[src/rtl/fptd_pkg.sv]
// ----------------------------------------------------------------------------
// Fixed-priority task dispatcher package
// Operation and status codes, the task record kept in the task table and the
// result beat assembled by the sequencer.
// ----------------------------------------------------------------------------
package fptd_pkg;

   localparam logic [2:0] OP_ADD_PERIODIC  = 3'd0;
   localparam logic [2:0] OP_ADD_APERIODIC = 3'd1;
   localparam logic [2:0] OP_TRIGGER       = 3'd2;
   localparam logic [2:0] OP_DISPATCH      = 3'd3;
   localparam logic [2:0] OP_COMPLETE      = 3'd4;
   localparam logic [2:0] OP_READ_STATS    = 3'd5;

   localparam logic [1:0] ST_OK        = 2'd0;
   localparam logic [1:0] ST_FULL      = 2'd1;
   localparam logic [1:0] ST_NONE      = 2'd2;
   localparam logic [1:0] ST_BAD_INDEX = 2'd3;

   localparam logic [7:0] NEVER_PRIO = 8'd255;

   typedef struct packed {
      logic [30:0] period;
      logic [31:0] due;
      logic [7:0]  prio;
      logic [31:0] runs;
      logic [31:0] longest;
      logic [31:0] missed;
   } task_rec_type;

   typedef struct packed {
      logic [1:0]  status;
      logic [3:0]  chosen_task;
      logic        deadline_missed;
      logic [31:0] runs;
      logic [31:0] longest_run;
      logic [31:0] missed_total;
   } rsp_beat_type;

endpackage

[src/rtl/fptd_req_if.sv]
// ----------------------------------------------------------------------------
// Dispatcher request channel
// Valid/ready channel that carries one operation beat into the dispatcher.
// ----------------------------------------------------------------------------
interface fptd_req_if;
   logic        valid;
   logic        ready;
   logic [2:0]  operation;
   logic [31:0] tick;
   logic [30:0] period;
   logic [7:0]  priority_req;
   logic [3:0]  task_index;

   modport source (output valid, operation, tick, period, priority_req, task_index,
                   input ready);
   modport sink   (input valid, operation, tick, period, priority_req, task_index,
                   output ready);
endinterface

[src/rtl/fptd_rsp_if.sv]
// ----------------------------------------------------------------------------
// Dispatcher response channel
// Valid/ready channel that carries one result beat out of the dispatcher.
// ----------------------------------------------------------------------------
interface fptd_rsp_if;
   logic        valid;
   logic        ready;
   logic [1:0]  status;
   logic [3:0]  chosen_task;
   logic        deadline_missed;
   logic [31:0] runs;
   logic [31:0] longest_run;
   logic [31:0] missed_total;

   modport source (output valid, status, chosen_task, deadline_missed, runs,
                   longest_run, missed_total, input ready);
   modport sink   (input valid, status, chosen_task, deadline_missed, runs,
                   longest_run, missed_total, output ready);
endinterface

[src/rtl/fptd_cmp_unit.sv]
// ----------------------------------------------------------------------------
// Dispatcher compare unit
// Decides whether one task record is ready at the current tick and whether it
// beats the best priority found so far in the scan.
// ----------------------------------------------------------------------------
module fptd_cmp_unit (
   input  fptd_pkg::task_rec_type rec,
   input  logic [31:0]            now,
   input  logic                   pending,
   input  logic [7:0]             best_prio,
   output logic                   take
);
   import fptd_pkg::*;

   logic [31:0] due_diff;
   logic        ready;

   // A periodic task is ready once the wrapping difference to its due time
   // is not negative; an aperiodic one only while pending.
   assign due_diff = now - rec.due;
   assign ready    = (rec.period != 31'd0) ? !due_diff[31] : pending;
   assign take     = ready && (rec.prio < best_prio);

endmodule

[src/rtl/fixed_priority_task_dispatcher_unit.sv]
// ----------------------------------------------------------------------------
// Fixed-priority task dispatcher
// Add, trigger and unknown codes go from decode straight to the response
// state; read stats adds a table read, complete a read, an update and a
// write-back, and a dispatch walks the task table through one read port and
// one shared comparator. One request is in flight at a time; the next is
// accepted while the previous response still waits in the output register.
// Synchronous reset empties the table, clears pending flags and the
// dispatched mark; table contents are written by an add before use.
// ----------------------------------------------------------------------------
module fixed_priority_task_dispatcher_unit #(
   parameter int TASK_SLOTS = 16
) (
   input  logic        clock,
   input  logic        reset,
   fptd_req_if.sink    req_chan,
   fptd_rsp_if.source  rsp_chan
);
   import fptd_pkg::*;

   localparam int AW = (TASK_SLOTS > 1) ? $clog2(TASK_SLOTS) : 1;
   localparam int CW = $clog2(TASK_SLOTS + 1);

   localparam logic [2:0] S_IDLE     = 3'd0;
   localparam logic [2:0] S_DECODE   = 3'd1;
   localparam logic [2:0] S_SCAN     = 3'd2;
   localparam logic [2:0] S_CPL_UPD  = 3'd3;
   localparam logic [2:0] S_CPL_WR   = 3'd4;
   localparam logic [2:0] S_STAT_OUT = 3'd5;
   localparam logic [2:0] S_RESP     = 3'd6;

   logic [2:0]            state_ff, state_in;
   logic [CW-1:0]         count_ff, count_in;
   logic [TASK_SLOTS-1:0] pending_ff, pending_in;
   logic                  disp_valid_ff, disp_valid_in;
   logic [AW-1:0]         disp_id_ff, disp_id_in;
   logic [31:0]           start_ff, start_in;

   logic [2:0]  op_ff, op_in;
   logic [31:0] tick_ff, tick_in;
   logic [30:0] per_ff, per_in;
   logic [7:0]  prio_ff, prio_in;
   logic [3:0]  idx_ff, idx_in;

   logic [CW-1:0] scan_ptr_ff, scan_ptr_in;
   logic          cmp_vld_ff, cmp_vld_in;
   logic [AW-1:0] cmp_idx_ff, cmp_idx_in;
   logic [7:0]    best_ff, best_in;
   logic          found_ff, found_in;
   logic [AW-1:0] pick_ff, pick_in;

   task_rec_type work_ff, work_in;
   rsp_beat_type res_ff, res_in;
   rsp_beat_type out_ff, out_in;
   logic         rsp_valid_ff, rsp_valid_in;

   task_rec_type task_mem [TASK_SLOTS];
   task_rec_type rd_data_ff;
   logic [AW-1:0] rd_addr;
   logic          wr_en;
   logic [AW-1:0] wr_addr;
   task_rec_type  wr_data;

   logic        take;
   logic        idx_ok;
   logic        req_fire;
   logic [30:0] per_eff;
   logic [31:0] dur;
   logic [31:0] due_diff;

   fptd_cmp_unit u_cmp (
      .rec       (rd_data_ff),
      .now       (tick_ff),
      .pending   (pending_ff[cmp_idx_ff]),
      .best_prio (best_ff),
      .take      (take)
   );

   assign req_chan.ready = (state_ff == S_IDLE);
   assign req_fire       = req_chan.valid && req_chan.ready;
   assign idx_ok         = 8'(idx_ff) < 8'(count_ff);
   assign per_eff        = (op_ff == OP_ADD_PERIODIC) ? per_ff : 31'd0;
   assign dur            = tick_ff - start_ff;
   assign due_diff       = tick_ff - work_ff.due;

   always_comb begin
      state_in      = state_ff;
      count_in      = count_ff;
      pending_in    = pending_ff;
      disp_valid_in = disp_valid_ff;
      disp_id_in    = disp_id_ff;
      start_in      = start_ff;
      op_in         = op_ff;
      tick_in       = tick_ff;
      per_in        = per_ff;
      prio_in       = prio_ff;
      idx_in        = idx_ff;
      scan_ptr_in   = scan_ptr_ff;
      cmp_vld_in    = 1'b0;
      cmp_idx_in    = cmp_idx_ff;
      best_in       = best_ff;
      found_in      = found_ff;
      pick_in       = pick_ff;
      work_in       = work_ff;
      res_in        = res_ff;
      rd_addr       = disp_id_ff;
      wr_en         = 1'b0;
      wr_addr       = disp_id_ff;
      wr_data       = work_ff;

      unique case (state_ff)
         S_IDLE: begin
            if (req_fire) begin
               op_in    = req_chan.operation;
               tick_in  = req_chan.tick;
               per_in   = req_chan.period;
               prio_in  = req_chan.priority_req;
               idx_in   = req_chan.task_index;
               res_in   = '0;
               state_in = S_DECODE;
            end
         end
         S_DECODE: begin
            state_in = S_RESP;
            unique case (op_ff)
               OP_ADD_PERIODIC, OP_ADD_APERIODIC: begin
                  if (count_ff >= CW'(TASK_SLOTS)) begin
                     res_in.status = ST_FULL;
                  end else begin
                     wr_en           = 1'b1;
                     wr_addr         = AW'(count_ff);
                     wr_data.period  = per_eff;
                     wr_data.due     = tick_ff + {1'b0, per_eff};
                     wr_data.prio    = prio_ff;
                     wr_data.runs    = '0;
                     wr_data.longest = '0;
                     wr_data.missed  = '0;
                     pending_in[AW'(count_ff)] = 1'b0;
                     count_in            = count_ff + CW'(1);
                     res_in.chosen_task  = 4'(count_ff);
                  end
               end
               OP_TRIGGER: begin
                  res_in.chosen_task = idx_ff;
                  if (!idx_ok) begin
                     res_in.status = ST_BAD_INDEX;
                  end else begin
                     pending_in[AW'(idx_ff)] = 1'b1;
                  end
               end
               OP_DISPATCH: begin
                  scan_ptr_in = '0;
                  best_in     = NEVER_PRIO;
                  found_in    = 1'b0;
                  pick_in     = '0;
                  state_in    = S_SCAN;
               end
               OP_COMPLETE: begin
                  if (!disp_valid_ff) begin
                     res_in.status = ST_NONE;
                  end else begin
                     rd_addr  = disp_id_ff;
                     state_in = S_CPL_UPD;
                  end
               end
               OP_READ_STATS: begin
                  res_in.chosen_task = idx_ff;
                  if (!idx_ok) begin
                     res_in.status = ST_BAD_INDEX;
                  end else begin
                     rd_addr  = AW'(idx_ff);
                     state_in = S_STAT_OUT;
                  end
               end
               default: begin
               end
            endcase
         end
         S_SCAN: begin
            // One table read is issued per cycle; its record is judged by the
            // compare unit in the following cycle.
            if (cmp_vld_ff && take) begin
               best_in  = rd_data_ff.prio;
               pick_in  = cmp_idx_ff;
               found_in = 1'b1;
            end
            if (scan_ptr_ff < count_ff) begin
               rd_addr     = AW'(scan_ptr_ff);
               cmp_vld_in  = 1'b1;
               cmp_idx_in  = AW'(scan_ptr_ff);
               scan_ptr_in = scan_ptr_ff + CW'(1);
            end else if (!cmp_vld_ff) begin
               state_in = S_RESP;
               if (found_ff) begin
                  disp_valid_in      = 1'b1;
                  disp_id_in         = pick_ff;
                  start_in           = tick_ff;
                  res_in.chosen_task = 4'(pick_ff);
               end else begin
                  disp_valid_in = 1'b0;
                  res_in.status = ST_NONE;
               end
            end
         end
         S_CPL_UPD: begin
            work_in         = rd_data_ff;
            work_in.runs    = rd_data_ff.runs + 32'd1;
            work_in.longest = (dur > rd_data_ff.longest) ? dur : rd_data_ff.longest;
            work_in.due     = rd_data_ff.due + {1'b0, rd_data_ff.period};
            disp_valid_in   = 1'b0;
            state_in        = S_CPL_WR;
         end
         S_CPL_WR: begin
            wr_en   = 1'b1;
            wr_addr = disp_id_ff;
            wr_data = work_ff;
            if (work_ff.period != 31'd0) begin
               if (due_diff != 32'd0 && !due_diff[31]) begin
                  wr_data.missed         = work_ff.missed + 32'd1;
                  res_in.deadline_missed = 1'b1;
               end
            end else begin
               pending_in[disp_id_ff] = 1'b0;
            end
            res_in.chosen_task  = 4'(disp_id_ff);
            res_in.runs         = wr_data.runs;
            res_in.longest_run  = wr_data.longest;
            res_in.missed_total = wr_data.missed;
            state_in            = S_RESP;
         end
         S_STAT_OUT: begin
            res_in.runs         = rd_data_ff.runs;
            res_in.longest_run  = rd_data_ff.longest;
            res_in.missed_total = rd_data_ff.missed;
            state_in            = S_RESP;
         end
         S_RESP: begin
            if (!rsp_valid_ff || rsp_chan.ready) begin
               state_in = S_IDLE;
            end
         end
         default: begin
            state_in = S_IDLE;
         end
      endcase
   end

   // Output register: loaded when the sequencer finishes and the slot is free.
   always_comb begin
      out_in       = out_ff;
      rsp_valid_in = rsp_valid_ff;
      if (rsp_valid_ff && rsp_chan.ready) begin
         rsp_valid_in = 1'b0;
      end
      if (state_ff == S_RESP && (!rsp_valid_ff || rsp_chan.ready)) begin
         out_in       = res_ff;
         rsp_valid_in = 1'b1;
      end
   end

   always_ff @(posedge clock) begin
      if (reset) begin
         state_ff      <= S_IDLE;
         count_ff      <= '0;
         pending_ff    <= '0;
         disp_valid_ff <= 1'b0;
         disp_id_ff    <= '0;
         start_ff      <= '0;
         rsp_valid_ff  <= 1'b0;
         cmp_vld_ff    <= 1'b0;
      end else begin
         state_ff      <= state_in;
         count_ff      <= count_in;
         pending_ff    <= pending_in;
         disp_valid_ff <= disp_valid_in;
         disp_id_ff    <= disp_id_in;
         start_ff      <= start_in;
         rsp_valid_ff  <= rsp_valid_in;
         cmp_vld_ff    <= cmp_vld_in;
      end
   end

   always_ff @(posedge clock) begin
      op_ff       <= op_in;
      tick_ff     <= tick_in;
      per_ff      <= per_in;
      prio_ff     <= prio_in;
      idx_ff      <= idx_in;
      scan_ptr_ff <= scan_ptr_in;
      cmp_idx_ff  <= cmp_idx_in;
      best_ff     <= best_in;
      found_ff    <= found_in;
      pick_ff     <= pick_in;
      work_ff     <= work_in;
      res_ff      <= res_in;
      out_ff      <= out_in;
   end

   // Task table: one write port, one registered read port.
   always_ff @(posedge clock) begin
      if (wr_en) begin
         task_mem[wr_addr] <= wr_data;
      end
      rd_data_ff <= task_mem[rd_addr];
   end

   assign rsp_chan.valid           = rsp_valid_ff;
   assign rsp_chan.status          = out_ff.status;
   assign rsp_chan.chosen_task     = out_ff.chosen_task;
   assign rsp_chan.deadline_missed = out_ff.deadline_missed;
   assign rsp_chan.runs            = out_ff.runs;
   assign rsp_chan.longest_run     = out_ff.longest_run;
   assign rsp_chan.missed_total    = out_ff.missed_total;

`ifndef SYNTHESIS
   a_count_bound: assert property (@(posedge clock) disable iff (reset)
      count_ff <= CW'(TASK_SLOTS))
      else $error("task count exceeds the table size");

   a_disp_in_table: assert property (@(posedge clock) disable iff (reset)
      disp_valid_ff |-> (CW'(disp_id_ff) < count_ff))
      else $error("dispatched task lies outside the filled table");

   a_accept_decodes: assert property (@(posedge clock) disable iff (reset)
      req_fire |=> (state_ff == S_DECODE))
      else $error("accepted beat was not decoded");

   a_rsp_from_seq: assert property (@(posedge clock) disable iff (reset)
      $rose(rsp_valid_ff) |-> ($past(state_ff) == S_RESP))
      else $error("response raised without a finished operation");

   a_scan_ptr_bound: assert property (@(posedge clock) disable iff (reset)
      (state_ff == S_SCAN) |-> (scan_ptr_ff <= count_ff))
      else $error("scan pointer ran past the filled table");
`endif

endmodule
[src/flat_wrapper.sv]
// flat-port wrapper written by rule: the top's interface ports become plain ports
module fixed_priority_task_dispatcher_unit_flat import fptd_pkg::*;
#(
   parameter int TASK_SLOTS = 16
)
  (clock, reset, req_chan_valid, req_chan_operation, req_chan_tick, req_chan_period, req_chan_priority_req, req_chan_task_index, req_chan_ready, rsp_chan_valid, rsp_chan_status, rsp_chan_chosen_task, rsp_chan_deadline_missed, rsp_chan_runs, rsp_chan_longest_run, rsp_chan_missed_total, rsp_chan_ready);
  fptd_req_if req_chan_i ();
  fptd_rsp_if rsp_chan_i ();
  input  logic clock;
  input  logic reset;
  input wire logic [$bits(req_chan_i.valid)-1:0] req_chan_valid;
  input wire logic [$bits(req_chan_i.operation)-1:0] req_chan_operation;
  input wire logic [$bits(req_chan_i.tick)-1:0] req_chan_tick;
  input wire logic [$bits(req_chan_i.period)-1:0] req_chan_period;
  input wire logic [$bits(req_chan_i.priority_req)-1:0] req_chan_priority_req;
  input wire logic [$bits(req_chan_i.task_index)-1:0] req_chan_task_index;
  output wire logic [$bits(req_chan_i.ready)-1:0] req_chan_ready;
  output wire logic [$bits(rsp_chan_i.valid)-1:0] rsp_chan_valid;
  output wire logic [$bits(rsp_chan_i.status)-1:0] rsp_chan_status;
  output wire logic [$bits(rsp_chan_i.chosen_task)-1:0] rsp_chan_chosen_task;
  output wire logic [$bits(rsp_chan_i.deadline_missed)-1:0] rsp_chan_deadline_missed;
  output wire logic [$bits(rsp_chan_i.runs)-1:0] rsp_chan_runs;
  output wire logic [$bits(rsp_chan_i.longest_run)-1:0] rsp_chan_longest_run;
  output wire logic [$bits(rsp_chan_i.missed_total)-1:0] rsp_chan_missed_total;
  input wire logic [$bits(rsp_chan_i.ready)-1:0] rsp_chan_ready;
  assign req_chan_i.valid = req_chan_valid;
  assign req_chan_i.operation = req_chan_operation;
  assign req_chan_i.tick = req_chan_tick;
  assign req_chan_i.period = req_chan_period;
  assign req_chan_i.priority_req = req_chan_priority_req;
  assign req_chan_i.task_index = req_chan_task_index;
  assign req_chan_ready = req_chan_i.ready;
  assign rsp_chan_valid = rsp_chan_i.valid;
  assign rsp_chan_status = rsp_chan_i.status;
  assign rsp_chan_chosen_task = rsp_chan_i.chosen_task;
  assign rsp_chan_deadline_missed = rsp_chan_i.deadline_missed;
  assign rsp_chan_runs = rsp_chan_i.runs;
  assign rsp_chan_longest_run = rsp_chan_i.longest_run;
  assign rsp_chan_missed_total = rsp_chan_i.missed_total;
  assign rsp_chan_i.ready = rsp_chan_ready;
  fixed_priority_task_dispatcher_unit #(.TASK_SLOTS(TASK_SLOTS)) u_core (.clock(clock), .reset(reset), .req_chan(req_chan_i), .rsp_chan(rsp_chan_i));
endmodule
[config.mk]
export PLATFORM = sky130hd
export DESIGN_NAME = fixed_priority_task_dispatcher_unit_flat
export DESIGN_NICKNAME = d
export VERILOG_FILES = /design/src/rtl/fptd_pkg.sv /design/src/rtl/fptd_req_if.sv /design/src/rtl/fptd_rsp_if.sv /design/src/rtl/fptd_cmp_unit.sv /design/src/rtl/fixed_priority_task_dispatcher_unit.sv /design/src/flat_wrapper.sv
export SDC_FILE = /design/constraint.sdc
export NUM_CORES = 2
export LEC_CHECK = 0
export ABC_AREA = 1
export ABC_CLOCK_PERIOD_IN_PS = 34400
export BUFFER_PORTS_ARGS = -buffer_cell sky130_fd_sc_hd__buf_2
export CAP_MARGIN = 20
export CORE_ASPECT_RATIO = 1.2
export CORE_MARGIN = 5
export CORE_UTILIZATION = 30
export CTS_CLUSTER_DIAMETER = 80
export DETAILED_ROUTE_END_ITERATION = 6
export PLACE_DENSITY = 0.4
export SLEW_MARGIN = 20
export SYNTH_ARGS = -nofsm -noshare
export SYNTH_HDL_FRONTEND = slang
export SYNTH_SLANG_ARGS = --single-unit
[constraint.sdc]
create_clock -name clock -period 34.4 [get_ports clock]
set_input_delay 0 -clock clock [delete_from_list [all_inputs] [get_ports clock]]
set_output_delay 0 -clock clock [all_outputs]
set_load 0.02 [all_outputs]
==> summary.txt <==
Run status
  • Status: completed

Yosys
  • Mapped Cells: 11800
  • Synthesis-stage register bit count: 3375
  • Post-Syn Nets: 12100
  • Mean Syn Cell Area: 12.0 um2
  • Ys async rst share: 0%
  • Largest area contributor in the netlist: edfxtp_1
  • Synth cell types: 57
  • Share of the synthesized area in the top cell type: 66.4%
  • Post-synth EDFFs: 3145
  • Synth top area cells: edfxtp_1 (66%), nand3_1 (4.2%), nor2_1 (3.6%)
  • Sequential-to-total area share from yosys stat: 69.7%
  • Syn. warnings: 0
  • Top_reg_cell synth: edfxtp_1
  • Syn Std Cell Area: 0.142 mm2

Timing
  • Fmax: 137 MHz
  • Fin crit share: 21.3%
  • RSZ-0062 raised after global routing: false
  • Hold Worst Slack: 111 ps
  • Final Skew: 81.2 ps
  • Worst Tran Pin Value: 1240 ps
  • Final Slew Violations: 0
  • Min Clock Period, post-route: 7310 ps
  • Final hold violation count: 0
  • Setup TNS: 0 ps
  • Worst slew margin: 17.1%
  • Final setup violation count: 0

Layout
  • Sequential Area: 0.0990 mm2
  • Area of the multi-input gates: 0.0375 mm2
  • Layout cell share with drive strength beyond 1: 13.1%
  • Layout filler cell count: 46400
  • Most frequent cells in the layout: edfxtp_1 (3145), nor2_1 (1328), nand3_1 (1179)
  • Final core occ: 34.7%
  • Most common cell after layout, fill and taps aside: edfxtp_1
  • Area Overhead vs Synth: 15.5%
  • Nets: 12400

GRT
  • Met3 Use GR: 1.99%
  • Initial antenna violation count: 28
  • Vias in the first global route: 93000
  • GRT busiest layer: met2
  • Met1 Use GR: 24.9%
  • First-pass GRT wire length: 679000 um
  • Routing usage on met2: 33.0%
  • Grt ovf: 0
  • GRT Total Usage: 18.8%
  • Pin count of the biggest net entering global routing: 259

Die
  • Starting Density: 30.0%
  • Die ar.: 0.488 mm2
  • Die Width: 638 um
  • Num ports: 187
  • Cell row count: 277
  • Total core area: 0.473 mm2
  • Die Height: 764 um

Worst setup path
  • Max FO, Critical Path: 197
  • Critical Path Source: u_core.count_ff[2]$_SDFFE_PP0P_
  • Launching point of the worst reg2reg path: u_core.count_ff[2]$_SDFFE_PP0P_
  • Critical path data arrival time: 8230 ps
  • Flop2flop setup slack: 27090 ps
  • Critical Path Sink Type: flip-flop
  • Required time of the critical path: 35320 ps
  • Critical path class: flip-flop to flip-flop
  • Startpoint type of the worst setup path: flip-flop

Clocking
  • CTS H-tree depth: 5
  • TritonCTS clock tree: done
  • Clk buf depth: 4
  • Worst-skew pair later-pin latency: 1000 ps
  • Root Driver: clkbuf_16
  • Clock-pin slew on the worst setup and hold paths: 60 ps
  • Num CTS Buffers: 371
  • CTS Sinks: 3375

Power and ir drop
  • Post-layout total power: 13.4 mW
  • Pwr/cell area: 81.7 mW/mm2
  • Maximum vdd drop: 0.0543 mV
  • Leak Pwr: 58.4 nW

Route
  • Routed len/inst: 25.3 um
  • Final wirelength: 474000 um
  • Vias/cell: 4.96
  • Routed Antenna Nets: 0
  • Starting DRT DRC Count: 6488
  • Routed vias: 93000
  • First-pass DRT Iterations: 5
  • # DRC: 0

Placed design
  • Gpl congestion: 0.865
  • HPWL after DPL: 261000 um
  • IO Port Bufs: 186

Hold path
  • Hold WC Path Type: input pin to flip-flop
  • Hold wc startpoint: req_chan_valid

Flow run
  • Maxcap violations: 0
[path summary, 6_finish.rpt]
path                                                to  cells past startpoint
max                      u_core.rd_data_ff[87]$_DFF_P_                     22
min                    u_core.state_ff[1]$_SDFFE_PP0P_                      4
max reg2reg              u_core.rd_data_ff[87]$_DFF_P_                     22
min reg2reg  u_core.rsp_chan.missed_total[2]$_DFFE_PP_                      0
[layer usage]
layer / vias up / share of wire [%] / wire length [um]
met2: 2155 / 50 / 236000
li1: 43100 / - / -
met3: 589 / 3.8 / 17900
met1: 47200 / 44 / 207000
met4: 6 / 2.6 / 12200
met5: - / 0.0097 / 46
[cell usage after synthesis (3+ instances only)]
| master | n |
|---|---|
| nor2_4 | 3 |
| xnor2_1 | 36 |
| buf_2 | 294 |
| nand3_1 | 1179 |
| edfxtp_1 | 3145 |
| dfxtp_1 | 230 |
| inv_1 | 793 |
| clkbuf_1 | 291 |
| a211oi_1 | 7 |
| o21a_1 | 11 |
| nor4_1 | 35 |
| o21ai_0 | 876 |
| fa_1 | 4 |
| a21oi_1 | 440 |
| nor3_2 | 4 |
| a21o_1 | 12 |
| or2_2 | 617 |
| or2_1 | 67 |
| o21bai_1 | 10 |
| a31oi_1 | 18 |
| o2111ai_1 | 3 |
| clkinv_1 | 3 |
| ha_1 | 207 |
| nor2_1 | 1353 |
| a2111oi_0 | 3 |
| o21ai_1 | 25 |
| nor3_1 | 54 |
| o31ai_1 | 4 |
| buf_1 | 41 |
| nand4_1 | 53 |
| and2_1 | 4 |
| o22ai_1 | 72 |
| inv_2 | 10 |
| nand2_1 | 1119 |
| xor2_1 | 88 |
| o221ai_1 | 10 |
| a21boi_0 | 4 |
| o211ai_1 | 672 |
| a221oi_1 | 6 |
| buf_4 | 16 |
[worst max-delay path: stages, from the launching register on]
cell,delay (ps)
dfxtp_1,470
inv_1,180
ha_1,330
a21o_1,170
a22oi_1,170
nand2_1,150
nor2_4,160
inv_1,70
nand2_1,100
nand2_1,60
nand2_1,150
nand2_8,290
inv_16,540
buf_4,720
buf_4,760
buf_4,750
buf_4,810
nor2_1,80
nor2_1,110
o21ai_0,100
nand3_1,130
nand3_1,110
nand2_1,100
[where the power goes]
part	internal [mW]	switching, mW
Clock	2.33	1.69
Combinational	1.16	2.81
Sequential	5.20	0.236
Total	8.69	4.74
[stage by stage]
stage / std cells / setup slack [ps] / instance area [um2]
after floorplan: 11800 / 21450 / 142000
after global placement: 17900 / 27250 / 150000
after detailed placement: 17900 / 27270 / 150000
after CTS: 18700 / 27310 / 164000
after global routing: 18700 / 26780 / 164000
final: 18700 / 27090 / 164000
[area by class of cell]
type	instances	share of cell area, %
Antenna cell	6	0.00914
Clock buffer	496	6.22
Clock inverter	194	1.22
Inverter	808	1.87
Multi-Input combinational cell	7017	22.8
Sequential cell	3375	60.3
Tap cell	6277	4.78
Timing Repair Buffer	567	2.76
[logic make-up after synthesis]
group / Yosys count / synth area share [%]
compound gates: 2179 / 9.11
xor+xnor: 124 / 0.764
fa+ha+maj: 211 / 1.88
buf+inv: 1451 / 4.14
flops: 3375 / 69.7
simple gates: 4503 / 14.4
[state kept, by name, indices dropped and copies added (netlist names), 4 cells and up]
signal,cells
u_core.pick_ff,4
u_core.rsp_chan.chosen_task,4
u_core.rsp_chan.missed_total,32
u_core.cmp_idx_ff,4
u_core.best_ff,8
u_core.res_ff,103
u_core.disp_id_ff,4
u_core.tick_ff,32
u_core.pending_ff,16
u_core.work_ff,167
u_core.per_ff,31
u_core.scan_ptr_ff,5
u_core.rsp_chan.runs,32
u_core.idx_ff,4
u_core.rd_data_ff,167
u_core.prio_ff,8
u_core.rsp_chan.longest_run,32
u_core.task_mem,2672
u_core.start_ff,32
u_core.count_ff,5
[timing repair]
action / 4_1_cts / 5_1_grt
gates resized for setup: 0 / 0
endpoints found under the hold margin: 148 / 0
buffers inserted: 0 / 0
hold buffers: 161 / 0
Note: power is estimated with default switching activity, not from simulation.
